===== src/rtl/audio_ring_writer_flow_control_macros.svh =====
// ----------------------------------------------------------------------------
// Assertion macros for the audio ring writer
// Clocked on clk_i, held off while rst_ni is low.
// ----------------------------------------------------------------------------
`ifndef AUDIO_RING_WRITER_FLOW_CONTROL_MACROS_SVH
`define AUDIO_RING_WRITER_FLOW_CONTROL_MACROS_SVH

// same-cycle implication
`define ARW_ASSERT_SAME(lbl, ante, cons, msg) \
  lbl: assert property (@(posedge clk_i) disable iff (!rst_ni) (ante) |-> (cons)) \
    else $error(msg);

// next-cycle implication
`define ARW_ASSERT_NEXT(lbl, ante, cons, msg) \
  lbl: assert property (@(posedge clk_i) disable iff (!rst_ni) (ante) |=> (cons)) \
    else $error(msg);

`endif


===== src/rtl/arw_pkg.sv =====
// ----------------------------------------------------------------------------
// arw_pkg
// Shared widths, codes and controller/datapath interface types.
// ----------------------------------------------------------------------------
package arw_pkg;

  localparam int unsigned PS_W       = 13;
  localparam int unsigned RP_W       = 7;
  localparam int unsigned GP_W       = 6;
  localparam int unsigned PR_W       = PS_W + RP_W;
  localparam int unsigned CFG_W      = 13;
  localparam int unsigned CFG_IDX_W  = 2;
  localparam int unsigned OP_W       = 2;
  localparam int unsigned SMP_W      = 16;
  localparam int unsigned SMP_NAR_W  = 8;
  localparam int unsigned RD_W       = 16;
  localparam int unsigned ADDR_OUT_W = 16;
  localparam int unsigned ST_W       = 2;
  localparam int unsigned PH_W       = 2;

  // operations
  localparam logic [OP_W-1:0] OP_SAMPLE = 2'd0;
  localparam logic [OP_W-1:0] OP_ARM    = 2'd1;
  localparam logic [OP_W-1:0] OP_DISARM = 2'd2;

  // result status
  localparam logic [ST_W-1:0] ST_ACCEPTED = 2'd0;
  localparam logic [ST_W-1:0] ST_RETRY    = 2'd1;
  localparam logic [ST_W-1:0] ST_STOPPED  = 2'd2;
  localparam logic [ST_W-1:0] ST_FINISHED = 2'd3;

  // register indexes
  localparam logic [CFG_IDX_W-1:0] CFG_PACKET_SAMPLES = 2'd0;
  localparam logic [CFG_IDX_W-1:0] CFG_RING_PACKETS   = 2'd1;
  localparam logic [CFG_IDX_W-1:0] CFG_GUARD_PACKETS  = 2'd2;
  localparam logic [CFG_IDX_W-1:0] CFG_WIDE_SAMPLES   = 2'd3;

  localparam logic [PS_W-1:0] PS_RST   = 13'd512;
  localparam logic [RP_W-1:0] RP_RST   = 7'd16;
  localparam logic [GP_W-1:0] GP_RST   = 6'd2;
  localparam logic            WIDE_RST = 1'b1;

  localparam logic [RP_W-1:0] RP_MIN = 7'd2;
  localparam logic [RP_W-1:0] RP_MAX = 7'd64;

  // end detector phases
  localparam logic [PH_W-1:0] PH_IDLE    = 2'd0;
  localparam logic [PH_W-1:0] PH_ARMED   = 2'd1;
  localparam logic [PH_W-1:0] PH_WRAPPED = 2'd2;

  typedef enum logic [1:0] {
    DIV_RING_PKTS,
    DIV_GUARD,
    DIV_WRITE_PKT,
    DIV_READ_PKT
  } div_sel_e;

  typedef struct packed {
    logic     capture;
    logic     load_prod;
    logic     load_rp;
    logic     load_gp;
    logic     load_ring;
    logic     div_start;
    div_sel_e div_sel;
    logic     load_wpk;
    logic     load_lpk;
    logic     apply;
  } cmd_t;

  typedef struct packed {
    logic cfg_dirty;
    logic prod_over;
    logic need_div;
    logic div_done;
    logic out_free;
  } sts_t;

endpackage


===== src/rtl/arw_div.sv =====
// ----------------------------------------------------------------------------
// arw_div
// Restoring divider, one quotient bit per cycle.
// ----------------------------------------------------------------------------
module arw_div #(
  parameter int unsigned W = 20
) (
  input  logic         clk_i,
  input  logic         rst_ni,
  input  logic         start_i,
  input  logic [W-1:0] dividend_i,
  input  logic [W-1:0] divisor_i,
  output logic         done_o,
  output logic [W-1:0] quot_o,
  output logic [W-1:0] rem_o
);

  localparam int unsigned CW = $clog2(W + 1);

  logic          busy_q;
  logic          done_q;
  logic [CW-1:0] cnt_q;
  logic [W-1:0]  rem_q;
  logic [W-1:0]  quo_q;
  logic [W-1:0]  dvs_q;
  logic [W:0]    trial;
  logic [W:0]    diff;
  logic          ge;

  always_comb begin
    trial = {rem_q, quo_q[W-1]};
    diff  = trial - {1'b0, dvs_q};
    ge    = (trial >= {1'b0, dvs_q});
  end

  always_ff @(posedge clk_i or negedge rst_ni) begin
    if (!rst_ni) begin
      busy_q <= 1'b0;
      done_q <= 1'b0;
      cnt_q  <= '0;
    end else begin
      done_q <= 1'b0;
      if (start_i) begin
        busy_q <= 1'b1;
        cnt_q  <= '0;
      end else if (busy_q) begin
        cnt_q <= cnt_q + CW'(1);
        if (cnt_q == CW'(W - 1)) begin
          busy_q <= 1'b0;
          done_q <= 1'b1;
        end
      end
    end
  end

  always_ff @(posedge clk_i) begin
    if (start_i) begin
      rem_q <= '0;
      quo_q <= dividend_i;
      dvs_q <= divisor_i;
    end else if (busy_q) begin
      rem_q <= ge ? diff[W-1:0] : trial[W-1:0];
      quo_q <= {quo_q[W-2:0], ge};
    end
  end

  assign done_o = done_q;
  assign quot_o = quo_q;
  assign rem_o  = rem_q;

endmodule


===== src/rtl/arw_dp.sv =====
// ----------------------------------------------------------------------------
// arw_dp
// Datapath: config, ring geometry, end detector, write position, result reg.
// ----------------------------------------------------------------------------
module arw_dp #(
  parameter int unsigned RING_ADDR_BITS = 16,
  parameter int unsigned PACKET_BITS    = 12
) (
  input  logic                                clk_i,
  input  logic                                rst_ni,
  input  arw_pkg::cmd_t                       cmd_i,
  output arw_pkg::sts_t                       sts_o,
  input  logic                                cfg_we_i,
  input  logic [arw_pkg::CFG_IDX_W-1:0]       cfg_addr_i,
  input  logic [arw_pkg::CFG_W-1:0]           cfg_wdata_i,
  input  logic [arw_pkg::OP_W-1:0]            operation_i,
  input  logic signed [arw_pkg::SMP_W-1:0]    sample_in_i,
  input  logic [arw_pkg::RD_W-1:0]            read_position_i,
  input  logic                                stop_request_i,
  input  logic                                out_ready_i,
  output logic                                out_valid_o,
  output logic [arw_pkg::ST_W-1:0]            status_o,
  output logic [arw_pkg::ADDR_OUT_W-1:0]      ring_address_o,
  output logic signed [arw_pkg::SMP_W-1:0]    sample_out_o,
  output logic                                packet_committed_o,
  output logic                                playing_o
);

  localparam int unsigned A  = RING_ADDR_BITS;
  localparam int unsigned VW = (A + 1 > 20) ? A + 1 : 20;
  localparam int unsigned LW = A + 1;
  localparam int unsigned FW = PACKET_BITS;
  localparam int PS_LIM = ((1 << PACKET_BITS) < (1 << (A - 1))) ?
                          (1 << PACKET_BITS) : (1 << (A - 1));
  localparam logic [VW-1:0] RING_MAX_V  = VW'(1) << A;
  localparam logic [VW-1:0] ADDR_MASK_V = RING_MAX_V - VW'(1);

  // configuration
  logic [arw_pkg::PS_W-1:0] pkt_q;
  logic [arw_pkg::RP_W-1:0] rpk_q;
  logic [arw_pkg::GP_W-1:0] guard_q;
  logic                     wide_q;
  logic                     dirty_q;

  // derived geometry
  logic [VW-1:0]            prod_q;
  logic [arw_pkg::RP_W-1:0] rp_q;
  logic [arw_pkg::GP_W-1:0] gp_q;
  logic [VW-1:0]            ring_q;
  logic [VW-1:0]            wpk_q;
  logic [VW-1:0]            lpk_q;

  // captured request
  logic [arw_pkg::OP_W-1:0]  op_q;
  logic [arw_pkg::SMP_W-1:0] smp_q;
  logic [arw_pkg::RD_W-1:0]  rd_q;
  logic                      stop_q;

  // block state
  logic [A-1:0]             wb_q,    wb_d;
  logic [FW-1:0]            fill_q,  fill_d;
  logic [arw_pkg::PH_W-1:0] phase_q, phase_d;
  logic [LW-1:0]            lim_q,   lim_d;
  logic [FW-1:0]            off_q,   off_d;
  logic [arw_pkg::RD_W-1:0] prev_q,  prev_d;
  logic                     run_q,   run_d;

  // result register
  logic                            out_valid_q;
  logic [arw_pkg::ST_W-1:0]        st_q,   st_d;
  logic [arw_pkg::ADDR_OUT_W-1:0]  addr_q, addr_d;
  logic [arw_pkg::SMP_W-1:0]       so_q,   so_d;
  logic                            com_q,  com_d;

  logic [arw_pkg::PS_W-1:0] ps_c;
  logic [arw_pkg::RP_W-1:0] rp_sat;
  logic [arw_pkg::RP_W-1:0] mul_b;
  logic [arw_pkg::PR_W-1:0] mul_p;
  logic                     prod_over;

  logic [VW-1:0] div_a, div_b, div_quot, div_rem;
  logic          div_done;

  logic [VW-1:0] half;
  logic [VW-1:0] prev_v, rd_v, lim_v;
  logic          wrapped;
  logic [arw_pkg::PH_W-1:0] phase_n;
  logic [LW-1:0] lim_n;
  logic [arw_pkg::RD_W-1:0] prev_n;
  logic          finish;

  logic [A-1:0]  wb_eff;
  logic [FW-1:0] fill_eff;
  logic [VW-1:0] fill_inc;
  logic          fill_last;
  logic [VW-1:0] addr_full;
  logic [VW-1:0] wb_sum;
  logic [arw_pkg::SMP_W-1:0] stored;

  logic [VW-1:0] guard_pk;
  logic          retry, pause;

  // ---------------------------------------------------------------- geometry
  always_comb begin
    if (pkt_q == '0) begin
      ps_c = arw_pkg::PS_W'(1);
    end else if (int'(pkt_q) > PS_LIM) begin
      ps_c = arw_pkg::PS_W'(PS_LIM);
    end else begin
      ps_c = pkt_q;
    end
    if (rpk_q < arw_pkg::RP_MIN) begin
      rp_sat = arw_pkg::RP_MIN;
    end else if (rpk_q > arw_pkg::RP_MAX) begin
      rp_sat = arw_pkg::RP_MAX;
    end else begin
      rp_sat = rpk_q;
    end
    mul_b     = cmd_i.load_prod ? rp_sat : rp_q;
    mul_p     = arw_pkg::PR_W'(ps_c) * arw_pkg::PR_W'(mul_b);
    prod_over = (prod_q > RING_MAX_V);
  end

  always_comb begin
    case (cmd_i.div_sel)
      arw_pkg::DIV_RING_PKTS: begin
        div_a = RING_MAX_V;
        div_b = VW'(ps_c);
      end
      arw_pkg::DIV_GUARD: begin
        div_a = VW'(guard_q);
        div_b = VW'(rp_q);
      end
      arw_pkg::DIV_WRITE_PKT: begin
        div_a = VW'(wb_eff);
        div_b = VW'(ps_c);
      end
      arw_pkg::DIV_READ_PKT: begin
        div_a = VW'(rd_q);
        div_b = VW'(ps_c);
      end
      default: begin
        div_a = '0;
        div_b = VW'(1);
      end
    endcase
  end

  arw_div #(
    .W (VW)
  ) u_div (
    .clk_i      (clk_i),
    .rst_ni     (rst_ni),
    .start_i    (cmd_i.div_start),
    .dividend_i (div_a),
    .divisor_i  (div_b),
    .done_o     (div_done),
    .quot_o     (div_quot),
    .rem_o      (div_rem)
  );

  // ------------------------------------------------------------ end detector
  always_comb begin
    half    = ring_q >> 1;
    prev_v  = VW'(prev_q);
    rd_v    = VW'(rd_q);
    lim_v   = VW'(lim_q);
    wrapped = (prev_v >= half) && (rd_v < (prev_v - half));
    phase_n = phase_q;
    lim_n   = lim_q;
    prev_n  = prev_q;
    finish  = 1'b0;
    case (phase_q)
      arw_pkg::PH_IDLE: begin
      end
      arw_pkg::PH_ARMED: begin
        if ((rd_v < lim_v) || wrapped) begin
          phase_n = arw_pkg::PH_WRAPPED;
          lim_n   = LW'(lim_v + VW'(off_q));
        end
        prev_n = rd_q;
      end
      arw_pkg::PH_WRAPPED: begin
        finish = (rd_v >= lim_v) || wrapped;
        prev_n = rd_q;
      end
      default: begin
        prev_n = rd_q;
      end
    endcase
  end

  // ---------------------------------------------------------- write position
  always_comb begin
    wb_eff    = (VW'(wb_q) >= ring_q) ? '0 : wb_q;
    fill_eff  = (VW'(fill_q) >= VW'(ps_c)) ? '0 : fill_q;
    fill_inc  = VW'(fill_eff) + VW'(1);
    fill_last = (fill_inc >= VW'(ps_c));
    addr_full = (VW'(wb_eff) + VW'(fill_eff)) & ADDR_MASK_V;
    wb_sum    = VW'(wb_eff) + VW'(ps_c);
    stored    = wide_q ? smp_q
                       : {{(arw_pkg::SMP_W - arw_pkg::SMP_NAR_W){smp_q[arw_pkg::SMP_NAR_W-1]}},
                          smp_q[arw_pkg::SMP_NAR_W-1:0]};
    // packet the player must stay clear of
    guard_pk = (wpk_q >= VW'(gp_q)) ? (wpk_q - VW'(gp_q))
                                    : (wpk_q + VW'(rp_q) - VW'(gp_q));
    retry  = (lpk_q == wpk_q) && run_q;
    pause  = ((guard_pk < wpk_q) && (lpk_q >= guard_pk) && (lpk_q < wpk_q)) ||
             ((guard_pk > wpk_q) && ((lpk_q >= guard_pk) || (lpk_q < wpk_q)));
  end

  // ------------------------------------------------------------ step result
  always_comb begin
    wb_d    = wb_q;
    fill_d  = fill_q;
    phase_d = phase_q;
    lim_d   = lim_q;
    off_d   = off_q;
    prev_d  = prev_q;
    run_d   = run_q;
    st_d    = arw_pkg::ST_ACCEPTED;
    addr_d  = '0;
    so_d    = '0;
    com_d   = 1'b0;
    case (op_q)
      arw_pkg::OP_SAMPLE: begin
        if (stop_q) begin
          run_d = 1'b0;
          st_d  = arw_pkg::ST_STOPPED;
        end else if (finish) begin
          run_d = 1'b0;
          st_d  = arw_pkg::ST_FINISHED;
        end else if (fill_last && retry) begin
          st_d = arw_pkg::ST_RETRY;
        end else begin
          phase_d = phase_n;
          lim_d   = lim_n;
          prev_d  = prev_n;
          addr_d  = addr_full[arw_pkg::ADDR_OUT_W-1:0];
          so_d    = stored;
          if (fill_last) begin
            com_d  = 1'b1;
            fill_d = '0;
            wb_d   = (wb_sum >= ring_q) ? '0 : wb_sum[A-1:0];
            if (pause) begin
              run_d = 1'b0;
            end else if (lpk_q != wpk_q) begin
              run_d = 1'b1;
            end
          end else begin
            wb_d   = wb_eff;
            fill_d = fill_inc[FW-1:0];
          end
        end
      end
      arw_pkg::OP_ARM: begin
        phase_d = arw_pkg::PH_ARMED;
        lim_d   = LW'(wb_q);
        off_d   = fill_q;
      end
      arw_pkg::OP_DISARM: begin
        phase_d = arw_pkg::PH_IDLE;
      end
      default: begin
      end
    endcase
  end

  // ------------------------------------------------------------- registers
  always_ff @(posedge clk_i or negedge rst_ni) begin
    if (!rst_ni) begin
      pkt_q       <= arw_pkg::PS_RST;
      rpk_q       <= arw_pkg::RP_RST;
      guard_q     <= arw_pkg::GP_RST;
      wide_q      <= arw_pkg::WIDE_RST;
      dirty_q     <= 1'b1;
      wb_q        <= '0;
      fill_q      <= '0;
      phase_q     <= arw_pkg::PH_IDLE;
      lim_q       <= '0;
      off_q       <= '0;
      prev_q      <= '0;
      run_q       <= 1'b0;
      out_valid_q <= 1'b0;
    end else begin
      if (cfg_we_i) begin
        dirty_q <= 1'b1;
        case (cfg_addr_i)
          arw_pkg::CFG_PACKET_SAMPLES: pkt_q   <= cfg_wdata_i[arw_pkg::PS_W-1:0];
          arw_pkg::CFG_RING_PACKETS:   rpk_q   <= cfg_wdata_i[arw_pkg::RP_W-1:0];
          arw_pkg::CFG_GUARD_PACKETS:  guard_q <= cfg_wdata_i[arw_pkg::GP_W-1:0];
          arw_pkg::CFG_WIDE_SAMPLES:   wide_q  <= cfg_wdata_i[0];
          default: begin
          end
        endcase
      end else if (cmd_i.load_ring) begin
        dirty_q <= 1'b0;
      end
      if (cmd_i.apply) begin
        wb_q        <= wb_d;
        fill_q      <= fill_d;
        phase_q     <= phase_d;
        lim_q       <= lim_d;
        off_q       <= off_d;
        prev_q      <= prev_d;
        run_q       <= run_d;
        out_valid_q <= 1'b1;
      end else if (out_ready_i) begin
        out_valid_q <= 1'b0;
      end
    end
  end

  always_ff @(posedge clk_i) begin
    if (cmd_i.capture) begin
      op_q   <= operation_i;
      smp_q  <= sample_in_i;
      rd_q   <= read_position_i;
      stop_q <= stop_request_i;
    end
    if (cmd_i.load_prod) begin
      prod_q <= VW'(mul_p);
    end
    if (cmd_i.load_rp) begin
      rp_q <= prod_over ? div_quot[arw_pkg::RP_W-1:0] : rp_sat;
    end
    if (cmd_i.load_gp) begin
      gp_q <= div_rem[arw_pkg::GP_W-1:0];
    end
    if (cmd_i.load_ring) begin
      ring_q <= VW'(mul_p);
    end
    if (cmd_i.load_wpk) begin
      wpk_q <= div_quot;
    end
    if (cmd_i.load_lpk) begin
      lpk_q <= div_quot;
    end
    if (cmd_i.apply) begin
      st_q   <= st_d;
      addr_q <= addr_d;
      so_q   <= so_d;
      com_q  <= com_d;
    end
  end

  always_comb begin
    sts_o.cfg_dirty = dirty_q;
    sts_o.prod_over = prod_over;
    sts_o.need_div  = (op_q == arw_pkg::OP_SAMPLE) && !stop_q && !finish && fill_last;
    sts_o.div_done  = div_done;
    sts_o.out_free  = !out_valid_q || out_ready_i;
  end

  assign out_valid_o        = out_valid_q;
  assign status_o           = st_q;
  assign ring_address_o     = addr_q;
  assign sample_out_o       = so_q;
  assign packet_committed_o = com_q;
  assign playing_o          = run_q;

endmodule


===== src/rtl/arw_ctrl.sv =====
// ----------------------------------------------------------------------------
// arw_ctrl
// Sequencer: geometry refresh, packet divisions and result hand-off.
// ----------------------------------------------------------------------------
module arw_ctrl (
  input  logic          clk_i,
  input  logic          rst_ni,
  input  logic          in_valid_i,
  output logic          in_ready_o,
  input  arw_pkg::sts_t sts_i,
  output arw_pkg::cmd_t cmd_o
);

  localparam logic [3:0] S_IDLE  = 4'd0;
  localparam logic [3:0] S_MUL   = 4'd1;
  localparam logic [3:0] S_CHK   = 4'd2;
  localparam logic [3:0] S_RP    = 4'd3;
  localparam logic [3:0] S_GP_GO = 4'd4;
  localparam logic [3:0] S_GP    = 4'd5;
  localparam logic [3:0] S_RING  = 4'd6;
  localparam logic [3:0] S_EVAL  = 4'd7;
  localparam logic [3:0] S_DIV_W = 4'd8;
  localparam logic [3:0] S_DIV_R = 4'd9;
  localparam logic [3:0] S_FIN   = 4'd10;

  logic [3:0] state_q, state_d;

  always_comb begin
    state_d       = state_q;
    cmd_o         = '0;
    cmd_o.div_sel = arw_pkg::DIV_GUARD;
    in_ready_o    = 1'b0;
    case (state_q)
      S_IDLE: begin
        in_ready_o = 1'b1;
        if (in_valid_i) begin
          cmd_o.capture = 1'b1;
          state_d = sts_i.cfg_dirty ? S_MUL : S_EVAL;
        end
      end
      S_MUL: begin
        cmd_o.load_prod = 1'b1;
        state_d = S_CHK;
      end
      S_CHK: begin
        // ring too large: packet count becomes ring capacity over packet size
        if (sts_i.prod_over) begin
          cmd_o.div_start = 1'b1;
          cmd_o.div_sel   = arw_pkg::DIV_RING_PKTS;
          state_d = S_RP;
        end else begin
          cmd_o.load_rp = 1'b1;
          state_d = S_GP_GO;
        end
      end
      S_RP: begin
        if (sts_i.div_done) begin
          cmd_o.load_rp = 1'b1;
          state_d = S_GP_GO;
        end
      end
      S_GP_GO: begin
        cmd_o.div_start = 1'b1;
        cmd_o.div_sel   = arw_pkg::DIV_GUARD;
        state_d = S_GP;
      end
      S_GP: begin
        if (sts_i.div_done) begin
          cmd_o.load_gp = 1'b1;
          state_d = S_RING;
        end
      end
      S_RING: begin
        cmd_o.load_ring = 1'b1;
        state_d = S_EVAL;
      end
      S_EVAL: begin
        if (sts_i.need_div) begin
          cmd_o.div_start = 1'b1;
          cmd_o.div_sel   = arw_pkg::DIV_WRITE_PKT;
          state_d = S_DIV_W;
        end else begin
          state_d = S_FIN;
        end
      end
      S_DIV_W: begin
        cmd_o.div_sel = arw_pkg::DIV_READ_PKT;
        if (sts_i.div_done) begin
          cmd_o.load_wpk  = 1'b1;
          cmd_o.div_start = 1'b1;
          state_d = S_DIV_R;
        end
      end
      S_DIV_R: begin
        if (sts_i.div_done) begin
          cmd_o.load_lpk = 1'b1;
          state_d = S_FIN;
        end
      end
      S_FIN: begin
        if (sts_i.out_free) begin
          cmd_o.apply = 1'b1;
          state_d = S_IDLE;
        end
      end
      default: begin
        state_d = S_IDLE;
      end
    endcase
  end

  always_ff @(posedge clk_i or negedge rst_ni) begin
    if (!rst_ni) begin
      state_q <= S_IDLE;
    end else begin
      state_q <= state_d;
    end
  end

endmodule


===== src/rtl/audio_ring_writer_flow_control.sv =====
// ----------------------------------------------------------------------------
// audio_ring_writer_flow_control
// Ordinary request: captured on accept, evaluated, then the result is registered
// once the output is free; no new request is taken before that. Packet-ending sample:
// adds two divider runs (write and read position over packet size), divider width
// DW = max(RING_ADDR_BITS+1, 20). First request after reset or a config write adds a
// ring geometry refresh. Reset: config to defaults, positions zero, paused.
// ----------------------------------------------------------------------------
`include "audio_ring_writer_flow_control_macros.svh"

module audio_ring_writer_flow_control #(
  parameter int unsigned RING_ADDR_BITS = 16,
  parameter int unsigned PACKET_BITS    = 12
) (
  input  logic                             clk_i,
  input  logic                             rst_ni,
  input  logic                             cfg_we_i,
  input  logic [arw_pkg::CFG_IDX_W-1:0]    cfg_addr_i,
  input  logic [arw_pkg::CFG_W-1:0]        cfg_wdata_i,
  input  logic                             in_valid_i,
  output logic                             in_ready_o,
  input  logic [arw_pkg::OP_W-1:0]         operation_i,
  input  logic signed [arw_pkg::SMP_W-1:0] sample_in_i,
  input  logic [arw_pkg::RD_W-1:0]         read_position_i,
  input  logic                             stop_request_i,
  output logic                             out_valid_o,
  input  logic                             out_ready_i,
  output logic [arw_pkg::ST_W-1:0]         status_o,
  output logic [arw_pkg::ADDR_OUT_W-1:0]   ring_address_o,
  output logic signed [arw_pkg::SMP_W-1:0] sample_out_o,
  output logic                             packet_committed_o,
  output logic                             playing_o
);

  arw_pkg::cmd_t cmd;
  arw_pkg::sts_t sts;

  arw_ctrl u_ctrl (
    .clk_i      (clk_i),
    .rst_ni     (rst_ni),
    .in_valid_i (in_valid_i),
    .in_ready_o (in_ready_o),
    .sts_i      (sts),
    .cmd_o      (cmd)
  );

  arw_dp #(
    .RING_ADDR_BITS (RING_ADDR_BITS),
    .PACKET_BITS    (PACKET_BITS)
  ) u_dp (
    .clk_i              (clk_i),
    .rst_ni             (rst_ni),
    .cmd_i              (cmd),
    .sts_o              (sts),
    .cfg_we_i           (cfg_we_i),
    .cfg_addr_i         (cfg_addr_i),
    .cfg_wdata_i        (cfg_wdata_i),
    .operation_i        (operation_i),
    .sample_in_i        (sample_in_i),
    .read_position_i    (read_position_i),
    .stop_request_i     (stop_request_i),
    .out_ready_i        (out_ready_i),
    .out_valid_o        (out_valid_o),
    .status_o           (status_o),
    .ring_address_o     (ring_address_o),
    .sample_out_o       (sample_out_o),
    .packet_committed_o (packet_committed_o),
    .playing_o          (playing_o)
  );

  // one request in flight
  `ARW_ASSERT_NEXT(a_one_in_flight, in_valid_i && in_ready_o, !in_ready_o,
                   "second request taken while busy")
  // a result is never overwritten before it is taken
  `ARW_ASSERT_SAME(a_no_overwrite, cmd.apply, !out_valid_o || out_ready_i,
                   "pending result overwritten")
  `ARW_ASSERT_SAME(a_halt_clears_run,
                   out_valid_o && (status_o == arw_pkg::ST_STOPPED ||
                                   status_o == arw_pkg::ST_FINISHED),
                   !playing_o, "player still running after stop or finish")
  `ARW_ASSERT_SAME(a_refused_is_empty, out_valid_o && status_o != arw_pkg::ST_ACCEPTED,
                   ring_address_o == '0 && !packet_committed_o,
                   "non-accepted result carries a slot")

endmodule

===== config.mk =====
export PLATFORM = sky130hd
export DESIGN_NAME = audio_ring_writer_flow_control
export DESIGN_NICKNAME = d
export VERILOG_FILES = /design/src/rtl/arw_pkg.sv /design/src/rtl/arw_div.sv /design/src/rtl/arw_dp.sv /design/src/rtl/arw_ctrl.sv /design/src/rtl/audio_ring_writer_flow_control.sv
export VERILOG_INCLUDE_DIRS = /design/src /design/src/rtl
export SDC_FILE = /design/constraint.sdc
export NUM_CORES = 1
export LEC_CHECK = 0
export BUFFER_PORTS_ARGS = -buffer_cell sky130_fd_sc_hd__buf_2
export CAP_MARGIN = 20
export CELL_PAD_IN_SITES_DETAIL_PLACEMENT = 1
export CELL_PAD_IN_SITES_GLOBAL_PLACEMENT = 2
export CORE_MARGIN = 2
export CORE_UTILIZATION = 40
export CTS_BUF_LIST = sky130_fd_sc_hd__clkbuf_8 sky130_fd_sc_hd__clkbuf_16
export DETAILED_ROUTE_END_ITERATION = 10
export GPL_TIMING_DRIVEN = 0
export PLACE_DENSITY = 0.85
export SLEW_MARGIN = 15
export SYNTH_ARGS = -nofsm -noshare
export SYNTH_HDL_FRONTEND = slang
export SYNTH_SLANG_ARGS = --single-unit

===== constraint.sdc =====
create_clock -name clk_i -period 8.1 [get_ports clk_i]
set_input_delay 0.405 -clock clk_i [delete_from_list [all_inputs] [get_ports clk_i]]
set_output_delay 0.405 -clock clk_i [all_outputs]
set_load 0.03 [all_outputs]

### Word-level counts from Yosys, hierarchy flattened

Cells that the tools add are included.

| word-level totals | value |
|---|---|
| bits in registers | 339 |
| bits in latches | 0 |
| memory bits (writable) | 0 |
| ROM bits | 0 |
| input port bits | 55 |
| output and inout bits | 38 |
| logic and storage cells | 227 |
| memories kept | 0 |

| cells by class | value |
|---|---|
| add/sub/neg operators | 10 |
| multiply operators | 1 |
| div/mod/pow operators | 0 |
| order comparisons | 18 |
| equality and inequality tests | 35 |
| shift-type cells | 0 |
| mux-type cells | 79 |
| bitwise gates (word level) | 5 |
| reduce and logical (&&, ||, !) cells | 44 |

Operators by type and width:

| operator | number |
|---|---|
| 17-bit two-way mux | 5 |
| 20-bit two-way mux | 4 |
| 20-bit case mux with 4 select lines | 1 |
| 16-bit two-way mux | 4 |
| 4-bit case mux with 11 select lines | 1 |
| 20-bit >= comparator | 2 |
| 20-bit < comparator | 2 |
| 20-bit case mux with 2 select lines | 1 |
| 20-bit by 6-bit subtractor with 20-bit output | 2 |
| 17-bit case mux with 2 select lines | 1 |
| 1-bit two-way mux | 31 |
| 7-bit two-way mux | 4 |
| 13-bit two-way mux | 2 |
| 12-bit two-way mux | 2 |
| 4-bit two-way mux | 6 |
| 21-bit by 20-bit >= comparator with 1-bit output | 1 |
| 20-bit by 7-bit adder with 20-bit output | 1 |
| 20-bit equality test | 1 |
| 16-bit by 20-bit >= comparator with 1-bit output | 1 |
| 20-bit by 13-bit >= comparator with 1-bit output | 1 |
| 20-bit by 6-bit >= comparator with 1-bit output | 1 |
| 20-bit by 17-bit greater-than comparator with 1-bit output (second input constant) | 1 |
| 20-bit greater-than comparator | 1 |
| 16-bit by 20-bit < comparator with 1-bit output | 1 |
| 49 further kinds | 115 |

### Logic depth before layout (Yosys ltp)

Gate-level depths: netlist of the first run.

| depth | value |
|---|---|
| depth after elaboration | 13 |
| gate-level depth with buffers | 31 |
| gate-level depth less buffers | 28 |

### Hierarchy

Synthesis of the first run repeated with hierarchy kept, for this count alone.

| second synthesis, totals | value |
|---|---|
| cell total of the unflattened synthesis | 2549 |
| area, all modules | 25369.3 sq um |

By module, submodules not included:

| module | times used | cells an instance | area each (sq um) | seq. area each (sq um) |
|---|---|---|---|---|
| arw_dp | 1 | 2141 | 21175.3 | 7528.5 |
| arw_div | 1 | 342 | 3698.5 | 1776.7 |
| arw_ctrl | 1 | 66 | 495.5 | 100.1 |

### Least setup slack after synthesis of the first run

No wires, ideal clock.

| timing path | value |
|---|---|
| path kind | reg-to-reg |
| start | reg u_ctrl.state_q[0] |
| end | reg u_dp.prod_q[19] (data pin) |
| library setup time | 0.264 ns |
| arrival | 6.624 ns |
| data required time | 7.836 ns |
| slack | 1.212 ns |
| cell stages (with the launch flop) | 26 |
| path buffers | 3 |
| period minus slack after synthesis | 6.888 ns |
| cells stage by stage | dfrtp_1 -> clkbuf_1 -> clkinv_1 -> nor2_1 -> nand2_1 -> inv_1 -> buf_1 -> nand2_1 -> o21ai_0 -> clkbuf_1 -> nand2_1 -> fa_1 -> fa_1 -> fa_1 -> inv_1 -> fa_1 -> ha_1 -> and3_1 -> a221o_1 -> o21bai_1 -> o21ai_0 -> o41ai_1 -> o21ai_0 -> nor2_1 -> a21oi_1 -> xnor2_1 |

| between the ends | value |
|---|---|
| cells in the longest elaborated chain, start to end | 4 |

RTL lines:

| what | line | source |
|---|---|---|
| from (decl) | arw_ctrl.sv:26 | `logic [3:0] state_q, state_d;` |
| from (signal assigned) | arw_ctrl.sv:116 | `state_q <= state_d;` |
| 4-bit by 1-bit equality test with 1-bit output | arw_ctrl.sv:33 | `case (state_q)` |
| 1-bit two-way mux | arw_ctrl.sv:33 |  |
| 7-bit two-way mux | arw_dp.sv:119 | `mul_b = cmd_i.load_prod ? rp_sat : rp_q;` |
| 13-bit by 7-bit multiplier with 20-bit output | arw_dp.sv:120 | `mul_p = arw_pkg::PR_W'(ps_c) * arw_pkg::PR_W'(mul_b);` |
| net u_dp.mul_p, one bit | arw_dp.sv:78 | `logic [arw_pkg::PR_W-1:0] mul_p;` |
| to (signal assigned) | arw_dp.sv:322 | `prod_q <= VW'(mul_p);` |
| to (decl) | arw_dp.sv:46 | `logic [VW-1:0] prod_q;` |

The timed path passes the listed nets, and every way through them passes these cells.
A chain may end at the register's enable or synchronous reset.

### Worst setup path in the final report of the first run

| timing path | value |
|---|---|
| start | reg u_ctrl.state_q[0] |
| end | reg u_dp.ring_q[19] (data pin) |

| between the ends | value |
|---|---|
| cells in the longest elaborated chain, start to end | 4 |

RTL lines:

| what | line | source |
|---|---|---|
| 4-bit by 1-bit equality test with 1-bit output | arw_ctrl.sv:33 |  |
| 1-bit two-way mux | arw_ctrl.sv:33 |  |
| 7-bit two-way mux | arw_dp.sv:119 |  |
| 13-bit by 7-bit multiplier with 20-bit output | arw_dp.sv:120 |  |
| net u_dp.mul_p, one bit | arw_dp.sv:78 |  |
| to (signal assigned) | arw_dp.sv:331 | `ring_q <= VW'(mul_p);` |
| to (decl) | arw_dp.sv:49 | `logic [VW-1:0] ring_q;` |

The timed path passes the listed nets, and every way through them passes these cells.

==> flow_summary_export.csv, run 1 <==
group,metric,value,unit
run_status,outcome,"complete, no violations",
route,routedWlPerCell,22.9,um
die,num_io_pins,93,
route,remaining_drc_errors,0,
layout,fin_util,45.9,%
worst_setup_path,slowest_delay,0.56,ns
clock_network,cts_tree,"yes",
worst_setup_path,cp_top_family,"adder cells",
placed_design,io_buffers,92,
worst_setup_path,r2r_slack,0.46,ns
worst_setup_path,startpoint_type,"flop",
logic_synthesis,synth_cell_types,82,
worst_setup_path,crit_slowest_cell,"fa_1",
power,power_per_cell_area,312,nW/um^2
route,firstDrtPassIters,5,
layout,syn_to_final_growth,13.1,%
clock_network,post_cts_buffers,0,
route,ant_nets,0,
global_route,grt.total_usage,25.0,%
global_route,grt_pass1_wl,123000,um
placed_design,dp_slack,-0.467,ns
worst_setup_path,cp_common_cell,"fa_1",
sta,clock.fmax,0.131,GHz
sta,rsz0062_at_grt,"true",
die,die_y,252,um
placed_design,post-dp-hpwl,62700,um
clock_network,clk_latency,0.58,ns
worst_setup_path,crit_fanout,29,
die,rows,90,
worst_setup_path,crit_required,8.40,ns
logic_synthesis,synth_cells,2470,
logic_synthesis,synth_area_per_cell,9.96,sq um
route,via_per_inst,5.71,
die,start_util,40.6,%
layout,drive_gt1_share,10.7,%
route,drt-initial-drc-count,1077,
power,ir_drop,0.173,mV
global_route,grt_pass1_vias,21200,
die,die_x,252,um
logic_synthesis,async_flop_share,34.9,%
run,drv_cap,0,
clock_network,cts_buffers,40,
clock_network,root_buffer,"clkbuf_16",
sta,period_share,94.3,%
global_route,grt_overflow_total,0,
power,cellLeakagePower,12.7,nW
logic_synthesis,yosysSeqAreaShare,37.4,%
sta,setup_viol_count_final,0,
sta,final_hold_viol_count,0,
logic_synthesis,synth-seq-cells,332,
sta,finalWorstSetupSlack,0.460,ns
route,vias,19700,
sta,max_slew_margin,24.8,%
logic_synthesis,synth_flop_cell,"edfxtp_1",
clock_network,cts_max_level,2,
sta,finalClockSkew,0.0321,ns
sta,hold_ws,0.0236,ns
die,dieArea,63500,sq um
placed_design,gp_congestion,0.905,
clock_network,path_clk_slew,0.06,ns
sta,fin_crit,7.64,ns
worst_setup_path,cp_num_buf_inv,6,
min_path,worstHoldPathType,"in -> reg",
worst_setup_path,crit_path_end_kind,"flop",
global_route,antenna_found_initial,2,
sta,worst_pin_slew,1.12,ns
logic_synthesis,netlist_area,24600,sq um
layout,num-nets-final,3054,
die,coreArea,60600,sq um
sta,maxSlewViolCount,0,
worst_setup_path,crit_type,"reg -> reg",
logic_synthesis,yosysWarnings,0,
logic_synthesis,synth-edff-count,196,
global_route,grt_max_degree,73,
logic_synthesis,synth_nets,2889,
clock_network,clock_path_buffers,3,
layout,diodes,0,
worst_setup_path,arrival,7.94,ns
clock_network,cts.sinks,332,
route,wirelength,78900,um
==> final cells by class <==
| cell class | count | area [sq um] |
|---|---|---|
| clock inverter | 32 | 325 |
| timing repair buffer | 125 | 846 |
| inverter | 232 | 876 |
| sequential | 332 | 9200 |
| multi-input combinational | 1832 | 14300 |
| fill | 6792 | 32800 |
| clock buffer | 42 | 1030 |
| buffer | 72 | 319 |
| tap | 782 | 978 |
==> layout by cell type, fill, tap and decap left out, types with 16 or more instances in the layout <==
cell           Yosys  final
nand2_1          190    190
ha_1             298    298
o21ai_0          115    114
nand3_1           57     57
dfrtp_1          111    111
clkbuf_1          55     44
and3_1            28     28
dfxtp_1           20     20
nand4_1           25     25
dlygate4sd3_1      0     27
a221oi_1          16     16
nand2b_1          26     25
a21oi_1          131    131
o21bai_1          16     16
a21o_1            53     53
mux2i_1           26     26
clkbuf_16          0     40
edfxtp_1         196    196
nor2b_1           36     36
and2_1            51     50
xnor2_1           79     79
o211ai_1          17     17
buf_2             13    104
nor2_1           177    175
nor3_1            45     44
a22o_1            18     18
o21a_1            30     30
a211oi_1          39     39
inv_1            229    236
fa_1              66     66
mux2_2            58     58
xor2_1            38     38
==> worst paths after layout <==
kind                                            start         endpoint  depth (start not counted)
worst max-delay path                u_ctrl.state_q[0]  u_dp.ring_q[19]                         25
worst min-delay path              read_position_i[15]    u_dp.rd_q[15]                          1
worst min register to register  u_dp.u_div.quot_o[18]   u_dp.lpk_q[18]                          0
min in group asynchronous                      rst_ni   u_dp.fill_q[5]                          2
worst max register to register      u_ctrl.state_q[0]  u_dp.ring_q[19]                         25
max in group asynchronous                      rst_ni     u_dp.dirty_q                          3
==> where the power goes <==
group | internal [W] | switching (W) | leakage [nW]
combinational | 0.00159 | 0.00250 | 8.54
clock | 0.00109 | 0.000770 | 0.689
sequential | 0.00244 | 0.000298 | 3.48
==> kinds of logic (layout without fill, tap and decap cells) <==
| kind of cell | after synthesis | in the layout | synth area share, % |
|---|---|---|---|
| flip-flops | 332 | 332 | 37.4 |
| XOR/XNOR | 117 | 117 | 4.16 |
| AND/OR/NAND/NOR | 709 | 709 | 14.0 |
| buffers and inverters | 306 | 503 | 4.78 |
| adder cells (fa/ha/maj) | 364 | 364 | 20.5 |
| AO/OA/AOI/OAI | 548 | 548 | 15.0 |
| multiplexers | 94 | 94 | 4.17 |
==> metal layers <==
layer,part of all wire [%],global-route usage [%],up-vias
li1,-,-,9207
met4,2.7,7.47,0
met2,50,44.5,372
met3,3.9,3.26,118
met1,43,31.5,9988
met5,0,0,-
==> through the flow <==
step,std cells,power (W),TNS [ns],cell area (sq um)
floorplan,2470,0.00554,0,24600
global placement,3344,0.00655,-6.81,26100
detailed placement,3350,0.00679,-20.66,26200
CTS,3450,0.00872,0,27800
global route,3449,0.00929,-0.0128,27800
finish,3449,0.00868,0,27800
==> repair_timing <==
item,in CTS,in global routing
pin swaps,0,0
hold endpoints to repair,92,1
hold buffers,26,1
resized for setup,8,16
setup endpoints to repair,99,135
==> synthesized netlist by cell type, drive strengths merged (6+ instances only) <==
| master | number | area share, % |
|---|---|---|
| ha | 298 | 15 |
| inv | 230 | 3.5 |
| edfxtp | 196 | 24 |
| nand2 | 190 | 2.9 |
| nor2 | 177 | 2.7 |
| a21oi | 131 | 2.7 |
| o21ai | 124 | 2.6 |
| dfrtp | 111 | 11 |
| xnor2 | 79 | 2.8 |
| mux2 | 68 | 3.1 |
| fa | 66 | 5.4 |
| nand3 | 57 | 1.2 |
| clkbuf | 55 | 0.84 |
| a21o | 53 | 1.6 |
| and2 | 53 | 1.3 |
| nor3 | 47 | 1.0 |
| a211oi | 39 | 1.2 |
| xor2 | 38 | 1.4 |
| nor2b | 36 | 0.92 |
| o21a | 30 | 0.92 |
| and3 | 28 | 0.71 |
| mux2i | 26 | 1.1 |
| nand2b | 26 | 0.66 |
| nand4 | 25 | 0.64 |
| dfxtp | 20 | 1.6 |
| buf | 19 | 0.40 |
| a22o | 18 | 0.64 |
| o211ai | 17 | 0.52 |
| o21bai | 17 | 0.56 |
| a221oi | 16 | 0.57 |
| a2111oi | 15 | 0.69 |
| nor4 | 15 | 0.38 |
| or3 | 14 | 0.36 |
| o31ai | 12 | 0.37 |
| or2 | 12 | 0.31 |
| a31oi | 11 | 0.37 |
| o41ai | 9 | 0.32 |
| nor3b | 7 | 0.21 |
| a211o | 6 | 0.21 |
| nand3b | 6 | 0.18 |
| o2111ai | 6 | 0.21 |
| o22ai | 6 | 0.15 |
| or4 | 6 | 0.18 |
==> registers in the layout, indices dropped and copies added, names as in the netlist, 17 cells and up <==
register / count
u_dp.lpk_q: 20
u_dp.prod_q: 20
u_dp.ring_q: 20
u_dp.u_div.quot_o: 20
u_dp.u_div.rem_o: 20
u_dp.wpk_q: 20
u_dp.lim_q: 17
Note: power is estimated with default switching activity, not from simulation.
==> run 2, diff against run 1 <==
Settings changed: CTS_CLUSTER_SIZE from default to 20, PLACE_DENSITY 0.85 to default, PLACE_DENSITY_LB_ADDON from default to 0.1.
==> flow_summary_export.csv, run 2 (synthesis results as in run 1) <==
group,metric,value,unit
sta,clock.fmax,0.133,GHz
sta,finalClockSkew,0.0331,ns
die,die_x,252,um
min_path,worstHoldPathType,"in -> reg",
sta,worst_pin_slew,1.08,ns
clock_network,cts_buffers,40,
layout,drive_gt1_share,11.1,%
clock_network,clk_latency,0.58,ns
global_route,grt_pass1_wl,124000,um
global_route,grt_max_degree,77,
layout,fin_util,46.1,%
layout,regArea,9200,sq um
sta,final_hold_viol_count,0,
die,die_y,252,um
worst_setup_path,crit_required,8.39,ns
global_route,antenna_found_initial,2,
layout,most-common-layout-cells,"298 x ha_1, 233 x inv_1, 196 x edfxtp_1",
placed_design,post-dp-hpwl,63700,um
clock_network,cts_max_level,2,
global_route,grt.total_usage,25.6,%
worst_setup_path,startpoint_type,"flop",
clock_network,clock_path_buffers,3,
route,drt-initial-drc-count,944,
layout,multi_input_area,14300,sq um
sta,setup_viol_count_final,0,
clock_network,path_clk_slew,0.06,ns
sta,maxSlewViolCount,0,
placed_design,io_buffers,92,
die,coreArea,60600,sq um
worst_setup_path,arrival,7.84,ns
route,via_per_inst,5.63,
route,remaining_drc_errors,0,
sta,max_slew_margin,27.5,%
global_route,met1_usage,32.2,%
power,finalPower,0.00870,W
sta,fin_crit,7.54,ns
clock_network,cts_tree,"yes",
layout,syn_to_final_growth,13.5,%
die,start_util,40.6,%
sta,period_share,93.1,%
die,num_io_pins,93,
sta,rsz0062_at_grt,"false",
power,cellLeakagePower,12.7,nW
route,vias,19500,
global_route,busiest_layer,"met2",
power,ir_drop,0.193,mV
clock_network,root_buffer,"clkbuf_16",
clock_network,cts.sinks,332,
worst_setup_path,crit_fanout,10,
run_status,outcome,"complete, no violations",
global_route,grt_pass1_vias,21000,
route,wirelength,80200,um
worst_setup_path,cp_common_cell,"ha_1",
worst_setup_path,crit_slowest_cell,"a221oi_1",
worst_setup_path,crit_path_end_kind,"flop",
layout,num-nets-final,3061,
worst_setup_path,slowest_delay,0.45,ns
global_route,grt_use_met3,3.41,%
power,power_per_cell_area,311,nW/um^2
global_route,grt_overflow_total,0,
global_route,met2_usage,45.5,%
run,drv_cap,0,
die,dieArea,63500,sq um
worst_setup_path,crit_type,"reg -> reg",
route,routedWlPerCell,23.2,um
layout,fillCellCount,6774,
die,rows,90,
route,firstDrtPassIters,5,
placed_design,gp_congestion,0.887,
layout,final_common_cell,"ha_1",
route,ant_nets,0,
sta,hold_ws,0.0437,ns
==> run 2: changes by cell type in the layout (fill, tap and decap cells not counted), moves of 2 or more <==
cell and change:
clkbuf_2 +4, clkinvlp_4 +3, inv_6 -2, clkinv_4 +2, clkbuf_1 -5, inv_1 -3
dlygate4sd3_1 +9
==> run 2: area by class of cell <==
class	count	area share (%)
clock inverters	32	1.20
multi-input cells	1832	51.1
inverters	232	3.15
diodes	1	0.00896
well taps	782	3.50
flip-flops and latches	332	32.9
clock buffers	42	3.68
plain buffers	70	1.11
repair buffers	134	3.34
==> run 2: critical path, delay by kind of cell (launching register included) <==
kind	cells	cell delay [ns]
flops	1	0.40
buf+inv	5	1.23
compound gates	12	2.32
simple gates	10	2.52
fa+ha+maj	3	0.75
==> run 2: metal layers <==
layer	wire length, um	vias up	share of wire, %
li1	-	9217	-
met1	35000	9813	44
met2	40000	312	50
met3	2780	118	3.5
met4	2420	0	3.0
met5	0	-	0
==> run 2: worst paths after layout <==
| path | endpoint | slack (ns) | depth (start not counted) | from |
|---|---|---|---|---|
| max | u_dp.u_div.quot_o[8] | 0.56 | 30 | u_dp.pkt_q[1] |
| min | u_dp.pkt_q[12] | 0.04 | 3 | cfg_wdata_i[12] |
| max reg2reg | u_dp.u_div.quot_o[8] | 0.56 | 30 | u_dp.pkt_q[1] |
| min reg2reg | u_dp.lpk_q[16] | 0.47 | 0 | u_dp.u_div.quot_o[16] |
| max in group asynchronous | u_dp.wide_q | 6.93 | 3 | rst_ni |
| min in group asynchronous | u_dp.off_q[10] | 0.33 | 2 | rst_ni |
==> run 2: timing repair <==
action                     CTS  global route
hold buffers                35             1
hold endpoints to repair    74             1
setup endpoints to repair  115           121
setup buffers                0             0
gates resized for setup     10            18
cloned                       0             0
pin swaps                    0             0
==> run 2: stage by stage <==
stage               worst slack, ns  TNS [ns]  instance area [sq um]  cells
CTS                          0.0533         0                  27900   3459
global route                  0.102         0                  27900   3457
global placement             -0.579    -31.83                  26100   3344
finish                        0.557         0                  27900   3457
detailed placement           -0.672    -39.23                  26200   3350
floorplan                      1.21         0                  24600   2470
==> run 2: power breakdown <==
| part | internal, W | switching [W] | total [W] |
|---|---|---|---|
| Clock | 0.00109 | 0.000781 | 0.00188 |
| Sequential | 0.00244 | 0.000299 | 0.00274 |
| Combinational | 0.00159 | 0.00250 | 0.00409 |
| Total | 0.00512 | 0.00358 | 0.00870 |
